## src/design/sbf_pkg.sv

```systemverilog
// Package for the STX/ETX byte-stuffing framer: framing byte codes, the
// escape test and the struct that carries one item's run of link bytes.
// No dependencies; the encoder, serializer and top-level files import it.
`default_nettype none

package sbf_pkg;

  localparam logic [7:0] START_BYTE  = 8'h02;
  localparam logic [7:0] STOP_BYTE   = 8'h03;
  localparam logic [7:0] ESCAPE_BYTE = 8'h10;

  localparam logic ACT_DATA = 1'b0;
  localparam logic ACT_END  = 1'b1;

  localparam int unsigned MAX_RUN = 4;

  // One input item expands into up to four link bytes.
  typedef struct packed {
    logic [MAX_RUN-1:0][7:0] bytes;
    logic [1:0]              last_idx;
  } run_t;

  function automatic logic needs_escape(input logic [7:0] b);
    return (b == START_BYTE) || (b == STOP_BYTE) || (b == ESCAPE_BYTE);
  endfunction

endpackage

`default_nettype wire

```

## src/design/sbf_if.sv

```systemverilog
// Valid/ready channel interfaces of the framer: the item channel in and
// the link byte channel out. Depends on nothing.
`default_nettype none

interface sbf_in_if;
  logic       valid;
  logic       ready;
  logic       action;
  logic [7:0] data_byte;

  modport source (output valid, output action, output data_byte, input ready);
  modport sink   (input valid, input action, input data_byte, output ready);
endinterface

interface sbf_out_if;
  logic       valid;
  logic       ready;
  logic [7:0] out_byte;
  logic       last_of_run;

  modport source (output valid, output out_byte, output last_of_run, input ready);
  modport sink   (input valid, input out_byte, input last_of_run, output ready);
endinterface

`default_nettype wire

```

## src/design/sbf_encoder.sv

```systemverilog
// Input register and packet state of the framer; builds the run of link
// bytes for the held item. Depends on sbf_pkg and sbf_in_if.
`default_nettype none

module sbf_encoder
  import sbf_pkg::*;
(
  input  wire logic  clk,
  input  wire logic  rst_n,
  sbf_in_if.sink     in_ch,
  input  wire logic  take,
  output logic       enc_valid,
  output run_t       run
);

  logic       hold_v_r,      hold_v_nxt;
  logic       hold_action_r;
  logic [7:0] hold_data_r;
  logic       in_packet_r,   in_packet_nxt;
  logic [7:0] sum_r,         sum_nxt;

  logic       in_fire;
  logic [7:0] val;
  logic [2:0] n;

  // The held item may be replaced in the same cycle it is passed on.
  assign in_ch.ready = !hold_v_r || take;
  assign in_fire     = in_ch.valid && in_ch.ready;
  assign enc_valid   = hold_v_r;

  always_comb begin
    hold_v_nxt = in_fire ? 1'b1 : (take ? 1'b0 : hold_v_r);
  end

  always_ff @(posedge clk) begin
    if (!rst_n) begin
      hold_v_r <= 1'b0;
    end else begin
      hold_v_r <= hold_v_nxt;
    end
  end

  always_ff @(posedge clk) begin
    if (in_fire) begin
      hold_action_r <= in_ch.action;
      hold_data_r   <= in_ch.data_byte;
    end
  end

  // Lay the run out slot by slot: optional start, optional escape, the
  // value itself, and the stop byte after a checksum.
  always_comb begin
    run.bytes = '0;
    n         = 3'd0;
    val       = (hold_action_r == ACT_END) ? ~sum_r : hold_data_r;
    if (!in_packet_r) begin
      run.bytes[n[1:0]] = START_BYTE;
      n = n + 3'd1;
    end
    if (needs_escape(val)) begin
      run.bytes[n[1:0]] = ESCAPE_BYTE;
      n = n + 3'd1;
    end
    run.bytes[n[1:0]] = val;
    n = n + 3'd1;
    if (hold_action_r == ACT_END) begin
      run.bytes[n[1:0]] = STOP_BYTE;
      n = n + 3'd1;
    end
    run.last_idx = 2'(n - 3'd1);
  end

  always_comb begin
    in_packet_nxt = in_packet_r;
    sum_nxt       = sum_r;
    if (take) begin
      if (hold_action_r == ACT_END) begin
        in_packet_nxt = 1'b0;
        sum_nxt       = 8'h00;
      end else begin
        in_packet_nxt = 1'b1;
        sum_nxt       = sum_r + hold_data_r;
      end
    end
  end

  always_ff @(posedge clk) begin
    if (!rst_n) begin
      in_packet_r <= 1'b0;
      sum_r       <= 8'h00;
    end else begin
      in_packet_r <= in_packet_nxt;
      sum_r       <= sum_nxt;
    end
  end

`ifndef SYNTHESIS
  a_end_closes: assert property (@(posedge clk) disable iff (!rst_n)
    take && hold_action_r == ACT_END |=> !in_packet_r && sum_r == 8'h00)
    else $error("packet state not cleared after end mark");

  a_end_has_stop: assert property (@(posedge clk) disable iff (!rst_n)
    hold_v_r && hold_action_r == ACT_END |-> run.bytes[run.last_idx] == STOP_BYTE)
    else $error("end-mark run does not finish with stop byte");

  a_hold_kept: assert property (@(posedge clk) disable iff (!rst_n)
    hold_v_r && !take |=> hold_v_r && $stable(hold_data_r) && $stable(hold_action_r))
    else $error("held item lost before it was passed on");
`endif

endmodule

`default_nettype wire

```

## src/design/sbf_serializer.sv

```systemverilog
// Run register of the framer: sends one item's link bytes one beat at a
// time and asks for the next run. Depends on sbf_pkg and sbf_out_if.
`default_nettype none

module sbf_serializer
  import sbf_pkg::*;
(
  input  wire logic  clk,
  input  wire logic  rst_n,
  input  wire logic  enc_valid,
  input  wire run_t  run,
  output logic       take,
  sbf_out_if.source  out_ch
);

  run_t       run_r;
  logic       run_v_r, run_v_nxt;
  logic [1:0] idx_r,   idx_nxt;
  logic       at_last;
  logic       out_fire;

  assign at_last  = (idx_r == run_r.last_idx);
  assign out_fire = out_ch.valid && out_ch.ready;
  // A new run loads when the register is empty or its last beat leaves.
  assign take     = enc_valid && (!run_v_r || (out_fire && at_last));

  assign out_ch.valid       = run_v_r;
  assign out_ch.out_byte    = run_r.bytes[idx_r];
  assign out_ch.last_of_run = at_last;

  always_comb begin
    run_v_nxt = run_v_r;
    idx_nxt   = idx_r;
    if (take) begin
      run_v_nxt = 1'b1;
      idx_nxt   = 2'd0;
    end else if (out_fire) begin
      if (at_last) begin
        run_v_nxt = 1'b0;
        idx_nxt   = 2'd0;
      end else begin
        idx_nxt = idx_r + 2'd1;
      end
    end
  end

  always_ff @(posedge clk) begin
    if (!rst_n) begin
      run_v_r <= 1'b0;
      idx_r   <= 2'd0;
    end else begin
      run_v_r <= run_v_nxt;
      idx_r   <= idx_nxt;
    end
  end

  always_ff @(posedge clk) begin
    if (take) begin
      run_r <= run;
    end
  end

`ifndef SYNTHESIS
  a_idx_in_run: assert property (@(posedge clk) disable iff (!rst_n)
    run_v_r |-> idx_r <= run_r.last_idx)
    else $error("byte index ran past end of run");

  a_load_starts: assert property (@(posedge clk) disable iff (!rst_n)
    take |=> run_v_r && idx_r == 2'd0)
    else $error("loaded run does not start at its first byte");

  a_no_overwrite: assert property (@(posedge clk) disable iff (!rst_n)
    take |-> !run_v_r || (out_fire && at_last))
    else $error("run overwritten before its last beat");
`endif

endmodule

`default_nettype wire

```

## src/design/stx_etx_byte_stuffing_framer.sv

```systemverilog
// STX/ETX byte-stuffing framer. Each accepted item (a payload byte or an
// end-of-packet mark) yields one to four link bytes: start byte 0x02 when
// no packet is open, escape 0x10 before any 0x02/0x03/0x10 value, the
// payload byte, or at an end mark the checksum (0xFF minus the 8-bit
// payload sum) followed by stop byte 0x03. last_of_run flags an item's
// final byte. An item's link bytes (1 to 4) leave one byte per accepted
// beat from the run register; a second item is held in the input
// register meanwhile and loads as the last byte of the run leaves, while
// the input waits until the held item has been passed on.
`default_nettype none

module stx_etx_byte_stuffing_framer
  import sbf_pkg::*;
(
  input  wire logic  clk,
  input  wire logic  rst_n,
  sbf_in_if.sink     in_ch,
  sbf_out_if.source  out_ch
);

  logic take;
  logic enc_valid;
  run_t run;

  sbf_encoder u_encoder (
    .clk       (clk),
    .rst_n     (rst_n),
    .in_ch     (in_ch),
    .take      (take),
    .enc_valid (enc_valid),
    .run       (run)
  );

  sbf_serializer u_serializer (
    .clk       (clk),
    .rst_n     (rst_n),
    .enc_valid (enc_valid),
    .run       (run),
    .take      (take),
    .out_ch    (out_ch)
  );

endmodule

`default_nettype wire
```

## src/flat_wrapper.sv

```systemverilog
// flat-port wrapper written by rule: the top's interface ports become plain ports
module stx_etx_byte_stuffing_framer_flat import sbf_pkg::*;
  (clk, rst_n, in_ch_valid, in_ch_action, in_ch_data_byte, in_ch_ready, out_ch_valid, out_ch_out_byte, out_ch_last_of_run, out_ch_ready);
  sbf_in_if in_ch_i ();
  sbf_out_if out_ch_i ();
  input  wire logic clk;
  input  wire logic rst_n;
  input wire logic [$bits(in_ch_i.valid)-1:0] in_ch_valid;
  input wire logic [$bits(in_ch_i.action)-1:0] in_ch_action;
  input wire logic [$bits(in_ch_i.data_byte)-1:0] in_ch_data_byte;
  output wire logic [$bits(in_ch_i.ready)-1:0] in_ch_ready;
  output wire logic [$bits(out_ch_i.valid)-1:0] out_ch_valid;
  output wire logic [$bits(out_ch_i.out_byte)-1:0] out_ch_out_byte;
  output wire logic [$bits(out_ch_i.last_of_run)-1:0] out_ch_last_of_run;
  input wire logic [$bits(out_ch_i.ready)-1:0] out_ch_ready;
  assign in_ch_i.valid = in_ch_valid;
  assign in_ch_i.action = in_ch_action;
  assign in_ch_i.data_byte = in_ch_data_byte;
  assign in_ch_ready = in_ch_i.ready;
  assign out_ch_valid = out_ch_i.valid;
  assign out_ch_out_byte = out_ch_i.out_byte;
  assign out_ch_last_of_run = out_ch_i.last_of_run;
  assign out_ch_i.ready = out_ch_ready;
  stx_etx_byte_stuffing_framer u_core (.clk(clk), .rst_n(rst_n), .in_ch(in_ch_i), .out_ch(out_ch_i));
endmodule
```

## config.mk

```make
export PLATFORM = sky130hd
export DESIGN_NAME = stx_etx_byte_stuffing_framer_flat
export DESIGN_NICKNAME = d
export VERILOG_FILES = /design/src/design/sbf_pkg.sv /design/src/design/sbf_if.sv /design/src/design/sbf_encoder.sv /design/src/design/sbf_serializer.sv /design/src/design/stx_etx_byte_stuffing_framer.sv /design/src/flat_wrapper.sv
export SDC_FILE = /design/constraint.sdc
export NUM_CORES = 1
export LEC_CHECK = 0
export BUFFER_PORTS_ARGS = -buffer_cell sky130_fd_sc_hd__clkbuf_2
export CORE_MARGIN = 2
export CORE_UTILIZATION = 54
export DETAILED_ROUTE_END_ITERATION = 8
export MAX_ROUTING_LAYER = met4
export PLACE_DENSITY = 0.78
export SKIP_CTS_REPAIR_TIMING = 1
export SYNTH_ARGS = -nofsm -noshare
export SYNTH_HDL_FRONTEND = slang
export SYNTH_SLANG_ARGS = --single-unit
```

## constraint.sdc

```tcl
create_clock -name clk -period 3 [get_ports clk]
set_clock_uncertainty 0.2 [all_clocks]
set_input_delay 0.3 -clock clk [delete_from_list [all_inputs] [get_ports clk]]
set_output_delay 0.3 -clock clk [all_outputs]
set_load 0.02 [all_outputs]
```

==> results of run 1 <==
-- cells in the mapped netlist, types with 2 or more instances --
master    count
o21a_1       10
xor2_1        3
mux2_2        2
clkbuf_1      8
mux4_2        8
nand2b_1      4
a22o_1        8
buf_6         2
nor3_1        7
a211oi_1      3
inv_1        13
nor2_1       32
a21oi_1      16
nor2b_1      10
ha_1         12
o21ai_0      11
nand2_1      16
fa_1          2
edfxtp_1     43
nand4_1       2
xnor2_1       3
and2_1        5
dfxtp_1      13
a21o_1        5
-- registers in the layout, indices dropped and copies added, names as in the netlist --
register,count
u_core.u_encoder.sum_r,8
u_core.u_serializer.run_r,34
u_core.u_serializer.idx_r,2
u_core.u_encoder.hold_data_r,8
u_core.u_encoder.enc_valid,1
u_core.u_encoder.in_packet_r,1
u_core.u_encoder.hold_action_r,1
u_core.u_serializer.out_ch.valid,1
-- path summary, 6_finish.rpt --
check / startpoint / end / slack, ns / cells after the start
min reg2reg: u_core.u_encoder.enc_valid / u_core.u_serializer.out_ch.valid / 0.32 / 2
min: in_ch_valid / u_core.u_encoder.enc_valid / 0.03 / 3
max reg2reg: u_core.u_encoder.hold_action_r / u_core.u_serializer.run_r[3] / 0.18 / 11
max: u_core.u_encoder.hold_action_r / u_core.u_serializer.run_r[3] / 0.18 / 11
-- power by group --
| group | switching [mW] | total (mW) | internal [mW] |
|---|---|---|---|
| clock network | 0.228 | 0.471 | 0.243 |
| logic | 0.124 | 0.218 | 0.0935 |
| registers | 0.0246 | 0.900 | 0.875 |
| total | 0.377 | 1.59 | 1.21 |
-- metrics by stage --
step	util (%)	setup WS (ns)
finish	65.6	0.180
global route	65.6	0.0119
CTS	63.3	0.0962
detailed placement	61.2	0.112
global placement	61.2	0.229
floorplan	-	0.111
-- critical path: cells and delay by family (launching register included) --
kind	cells	cell delay, ns
buffers and inverters	2	0.28
AO/OA/AOI/OAI	5	0.79
adder cells (fa/ha/maj)	1	0.27
flip-flops	1	0.42
AND/OR/NAND/NOR	3	0.63
-- cells by family after synthesis --
kind of cell | Yosys count | synth area share [%]
AND/OR/NAND/NOR | 85 | 14.0
AO/OA/AOI/OAI | 64 | 14.9
flip-flops | 56 | 52.3
buffers and inverters | 25 | 3.83
adder cells (fa/ha/maj) | 14 | 6.41
multiplexers | 10 | 6.83
XOR/XNOR | 6 | 1.77
-- routing by layer --
layer	wire [um]	vias to the layer above	share of wire [%]	global-route usage, %
li1	-	1024	-	-
met1	2660	1012	44	26.9
met2	3010	57	50	34.8
met3	252	10	4.2	2.76
met4	108	0	1.8	6.32
met5	0	-	0	-
-- area by class of cell --
cell class / instances / share of cell area [%]
timing repair buffer: 44 / 8.65
sequential: 56 / 45.4
clock buffer: 5 / 2.02
multi-input combinational: 179 / 38.8
clock inverter: 3 / 1.10
inverter: 13 / 1.43
tap: 70 / 2.57
==> reports/results.ini, run 1 <==
[drt]
route.detailed.vias_per_inst = 5.68
drt_first_iter_violations = 210
drt.antenna.violating_nets = 0
wire_per_inst_um = 16.3
first_pass_iters = 4
totalWireLength_um = 6030
num_vias = 2103
drc_errors = 0

[clocking]
clk_pin_slew_worst_paths_ns = 0.09
root_buffer = clkbuf_8
cts-buffers-inserted = 5
cts_tree = built
cts.sinks = 56
clock_insertion_delay_worst_skew_ns = 0.31
clk_path_buf_depth = 2
htree_levels = 2

[setup_path]
slowest_stage = edfxtp_1
required_ns = 2.87
startpoint_type = register
critical-path-max-stage-delay_ns = 0.42
critPathMaxFanout = 7
crit_chain = inv_1 > o21ai_2 > or3b_1 > a2111oi_4 > a41o_2 > ha_1 > nand2_1 > o21ai_0 > buf_4 > o21ai_0 > nand2_1
worst_setup_path_category = reg2reg
crit_path_end_kind = register
critPathArrivalTime_ns = 2.69

[die]
floorplan.die_area_um2 = 6110
initial_core_util_pct = 57.0
placementRows = 26
fp.coreArea_um2 = 5200
die_width_um = 78.2
die_ht_um = 78.2
ioPinCount = 24

[sta]
report.final.slew_viol_count = 0
period_needed_ns = 2.82
setup_viol_count_final = 0
unrepaired_setup_endpoints_after_global_routing = false
slew_headroom_pct = 66.7
timing.final.crit_share_pct = 94.0
hold_ws_ns = 0.0276
max_clock_freq_mhz = 355
worst-slew-pin-transition_ns = 0.498
timing_hold_violations_final = 0
totalNegativeSetupSlack_ns = 0

[finish]
drive_gt1_share_pct = 19.7
area_of_combinational_cells_with_multiple_inputs_um2 = 1330
mostFrequentLayoutCells = edfxtp_1 (43), nor2_1 (32), clkbuf_2 (23)
antennaDiodeCount = 0
mostFrequentLayoutCell = edfxtp_1
finish.cell_count_without_fillers = 370
final_nets = 326
synthToLayoutAreaGrowth_pct = 15.0
post-route-cell-area_um2 = 3410
fill_cells = 427
area.sequential_um2 = 1550

[synth]
yosys_register_bits = 56
synth_area_um2 = 2970
synth-main-ff-cell = edfxtp_1
syn_nets = 287
synth_largest_area_cell = edfxtp_1
synthesis.yosys.warnings = 0
synth.distinct_cells = 46
syn-mean-instance-area_um2 = 11.4
yosys.area.top_type_share_pct = 43.5
postSynthCellCount = 260
seq_area_frac_synth_pct = 52.3
postSynth.asyncResetShare_pct = 0
largest_cells_by_area_after_synthesis = edfxtp_1 (43%), dfxtp_1 (8.8%), mux4_2 (6.1%)
count_of_flip_flops_with_a_built_in_enable_after_synthesis = 43

[place]
gpl.final_weighted_congestion = 0.919
place.detailed.hpwl_um = 4330
buffer_ports.inserted = 23
dpl-instance-area_um2 = 3190
place.detailed.instances = 351

[power_and_ir_drop]
cellPowerDensity_nw_per_um2 = 465
report.power.total_mw = 1.59
p_leak_nw = 1.35
ir_worst_vdd_mv = 0.357

[grt]
grt_pass1_wl_um = 9560
grtUsageTotal_pct = 20.9
global_route.overflow_total = 0
via_count_of_the_first_global_routing_pass = 1938
grt_start_max_net_pins = 36
grt_antenna_before_repair = 0

[status]
outcome = completed

[run]
cap_violations = 0

[min_path]
hold_class = in2reg

Power figures use the tool's default switching activity.
==> run 2: changes to the inputs <==
--- a/config.mk
+++ b/config.mk
@@ -10,7 +10,8 @@
 export CORE_UTILIZATION = 54
 export DETAILED_ROUTE_END_ITERATION = 8
 export MAX_ROUTING_LAYER = met4
-export PLACE_DENSITY = 0.78
+export PLACE_DENSITY = 0.83
+export SETUP_SLACK_MARGIN = 0.3
 export SKIP_CTS_REPAIR_TIMING = 1
 export SYNTH_ARGS = -nofsm -noshare
 export SYNTH_HDL_FRONTEND = slang
==> constraint.sdc (replaced) <==
create_clock -name clk -period 2.4 [get_ports clk]
set_clock_uncertainty 0.2 [all_clocks]
set_input_delay 0.24 -clock clk [delete_from_list [all_inputs] [get_ports clk]]
set_output_delay 0.24 -clock clk [all_outputs]
set_load 0.02 [all_outputs]
==> reports/results.ini, run 2 (synthesis gave the netlist of run 1 again) <==
[finish]
finish.cell_count_without_fillers = 393  ; +6.2%
utilization_pct = 74.9  ; +9.3 points
top_register = u_core.u_serializer.run_r
final_nets = 349  ; +7.1%
antennaDiodeCount = 0  ; unchanged
mostFrequentLayoutCells = edfxtp_1 (43), buf_4 (30), nor2_1 (23), clkbuf_2 (23), nand2_1 (14)
synthToLayoutAreaGrowth_pct = 31.2
mostFrequentLayoutCell = edfxtp_1
post-route-cell-area_um2 = 3900  ; +14%
drive_gt1_share_pct = 39.0  ; +19 points
largestRegisters = u_core.u_serializer.run_r x34, u_core.u_encoder.hold_data_r x8, u_core.u_encoder.sum_r x8
largest_register_ff_count = 34  ; unchanged
fill_cells = 323  ; -24%

[sta]
totalNegativeSetupSlack_ns = -7.12  ; -7.12 ns
slew_headroom_pct = 56.2  ; -11 points
timing_hold_violations_final = 1  ; +1
hold_ws_ns = -0.0256  ; -0.0532 ns
period_needed_ns = 2.70  ; -0.123 ns
unrepaired_setup_endpoints_after_global_routing = true
report.final.slew_viol_count = 0  ; unchanged
worst-slew-pin-transition_ns = 0.652  ; +0.154 ns
worst_slack_setup_final_ns = -0.297  ; -0.477 ns
max_clock_freq_mhz = 371  ; +4.6%
setup_viol_count_final = 34  ; +34
timing.final.crit_share_pct = 112  ; +18 points

[place]
gpl.final_weighted_congestion = 0.897  ; -2.3%
dp_slack_ns = -0.251  ; -0.363 ns
buffer_ports.inserted = 23  ; unchanged
place.detailed.hpwl_um = 4330  ; about the same
place.detailed.instances = 369  ; +5.1%
dpl-instance-area_um2 = 3430  ; +7.7%

[clocking]
root_buffer = clkbuf_8
clk_pin_slew_worst_paths_ns = 0.09  ; about the same
cts-buffers-inserted = 5  ; unchanged
clk_path_buf_depth = 2  ; unchanged
cts.sinks = 56  ; unchanged
clock_insertion_delay_worst_skew_ns = 0.31  ; about the same
htree_levels = 2  ; unchanged
cts_tree = built

[drt]
num_vias = 2336  ; +11%
first_pass_iters = 5  ; +1
wire_per_inst_um = 18.3  ; +12%
drt_first_iter_violations = 284  ; +35%
drt.antenna.violating_nets = 0  ; unchanged
drc_errors = 0  ; unchanged
route.detailed.vias_per_inst = 5.94  ; +4.6%
totalWireLength_um = 7210  ; +19%

[power_and_ir_drop]
switching_power_uw = 532  ; +41%
power.share.clock_pct = 29.1  ; -0.5 points
power.switching_fraction_pct = 25.3  ; +1.6 points
report.power.total_mw = 2.10  ; +32%
pwr-share-seq_pct = 53.6  ; -3.0 points
p_leak_nw = 1.53  ; +13%
cell_int_power_mw = 1.57  ; +29%
cellPowerDensity_nw_per_um2 = 539  ; +16%
combinationalPowerShare_pct = 17.3  ; +3.6 points
ir_worst_vdd_mv = 0.373  ; +4.4%

[die]
placementRows = 26  ; unchanged
ioPinCount = 24  ; unchanged
floorplan.die_area_um2 = 6110  ; unchanged
initial_core_util_pct = 57.0  ; unchanged
fp.coreArea_um2 = 5200  ; unchanged
die_ht_um = 78.2  ; unchanged
die_width_um = 78.2  ; unchanged

[setup_path]
worstReg2RegEnd = u_core.u_serializer.run_r[6]
critical-path-max-stage-delay_ns = 0.42  ; about the same
reg2reg_depth = 10  ; -1
critPathMaxFanout = 7  ; unchanged
startpoint_type = register
path_depth = 10  ; -1
worst_path_most_repeated_cell = nand2_1
critPathArrivalTime_ns = 2.62  ; -0.07 ns
r2r_start = u_core.u_encoder.hold_action_r
timing.reg2reg.setup_slack_ns = -0.30  ; -0.48 ns
critPathTopFamily = compound AO/OA/AOI/OAI gates
setup.worst_path.end = u_core.u_serializer.run_r[6]
worst_setup_path_category = reg2reg
path_buf_inv = 1  ; -1
slowest_stage = edfxtp_1
critical_path.startpoint = u_core.u_encoder.hold_action_r
crit_chain = nand2b_4 > o21ai_4 > or3b_4 > a2111oi_4 > buf_4 > a41oi_4 > ha_4 > nand2_1 > nand2_1 > a221oi_2
crit_path_end_kind = register
required_ns = 2.33  ; -0.54 ns

[grt]
grtUsageTotal_pct = 21.7  ; +0.79 points
grt_pass1_wl_um = 9950  ; +4.1%
grt_start_max_net_pins = 27  ; -25%
grt_antenna_before_repair = 0  ; unchanged
via_count_of_the_first_global_routing_pass = 2110  ; +8.9%
global_route.overflow_total = 0  ; unchanged

[min_path]
hold_class = in2reg

[status]
violations_in_the_final_reports = hold timing, setup timing
outcome = finished, violations left

[run]
cap_violations = 0  ; unchanged

## run 2: power by group through the flow
stage | Sequential [mW] | Clock, mW | Combinational [mW]
floorplan | 1.14 | 0 | 0.203
global placement | 1.14 | 0 | 0.282
detailed placement | 1.14 | 0 | 0.291
CTS | 1.12 | 0.607 | 0.293
global route | 1.13 | 0.640 | 0.392
finish | 1.13 | 0.611 | 0.363
## run 2: final cells by class
cell class	count	area (um^2)	area share (%)
multi-input cells	179	1610	41.4
well taps	70	87.6	2.25
repair buffers	67	487	12.5
clock inverters	2	35.0	0.899
flip-flops and latches	56	1550	39.8
clock buffers	6	72.6	1.86
inverters	13	51.3	1.32
## run 2: worst min-delay path by stage
stage / start / endpoint / cells after the start
finish: in_ch_valid / u_core.u_encoder.enc_valid / 3
detailed placement: in_ch_data_byte[4] / u_core.u_encoder.hold_data_r[4] / 1
CTS: in_ch_data_byte[6] / u_core.u_encoder.hold_data_r[6] / 1
floorplan: in_ch_action / u_core.u_encoder.hold_action_r / 0
global route: in_ch_valid / u_core.u_encoder.enc_valid / 3
global placement: in_ch_data_byte[0] / u_core.u_encoder.hold_data_r[0] / 1
## run 2: per-layer routing
metal	GRT usage, %	vias to the layer above	wire length [um]
met4	9.65	0	263
met3	2.99	31	391
met2	36.1	118	3730
li1	-	1077	-
met1	26.6	1110	2820
met5	-	-	0
## run 2: worst register-to-register path, stage by stage (launching register included)
cell,delay (ns)
edfxtp_1,0.42
nand2b_4,0.16
o21ai_4,0.05
or3b_4,0.39
a2111oi_4,0.40
buf_4,0.19
a41oi_4,0.04
ha_4,0.24
nand2_1,0.07
nand2_1,0.07
a221oi_2,0.28
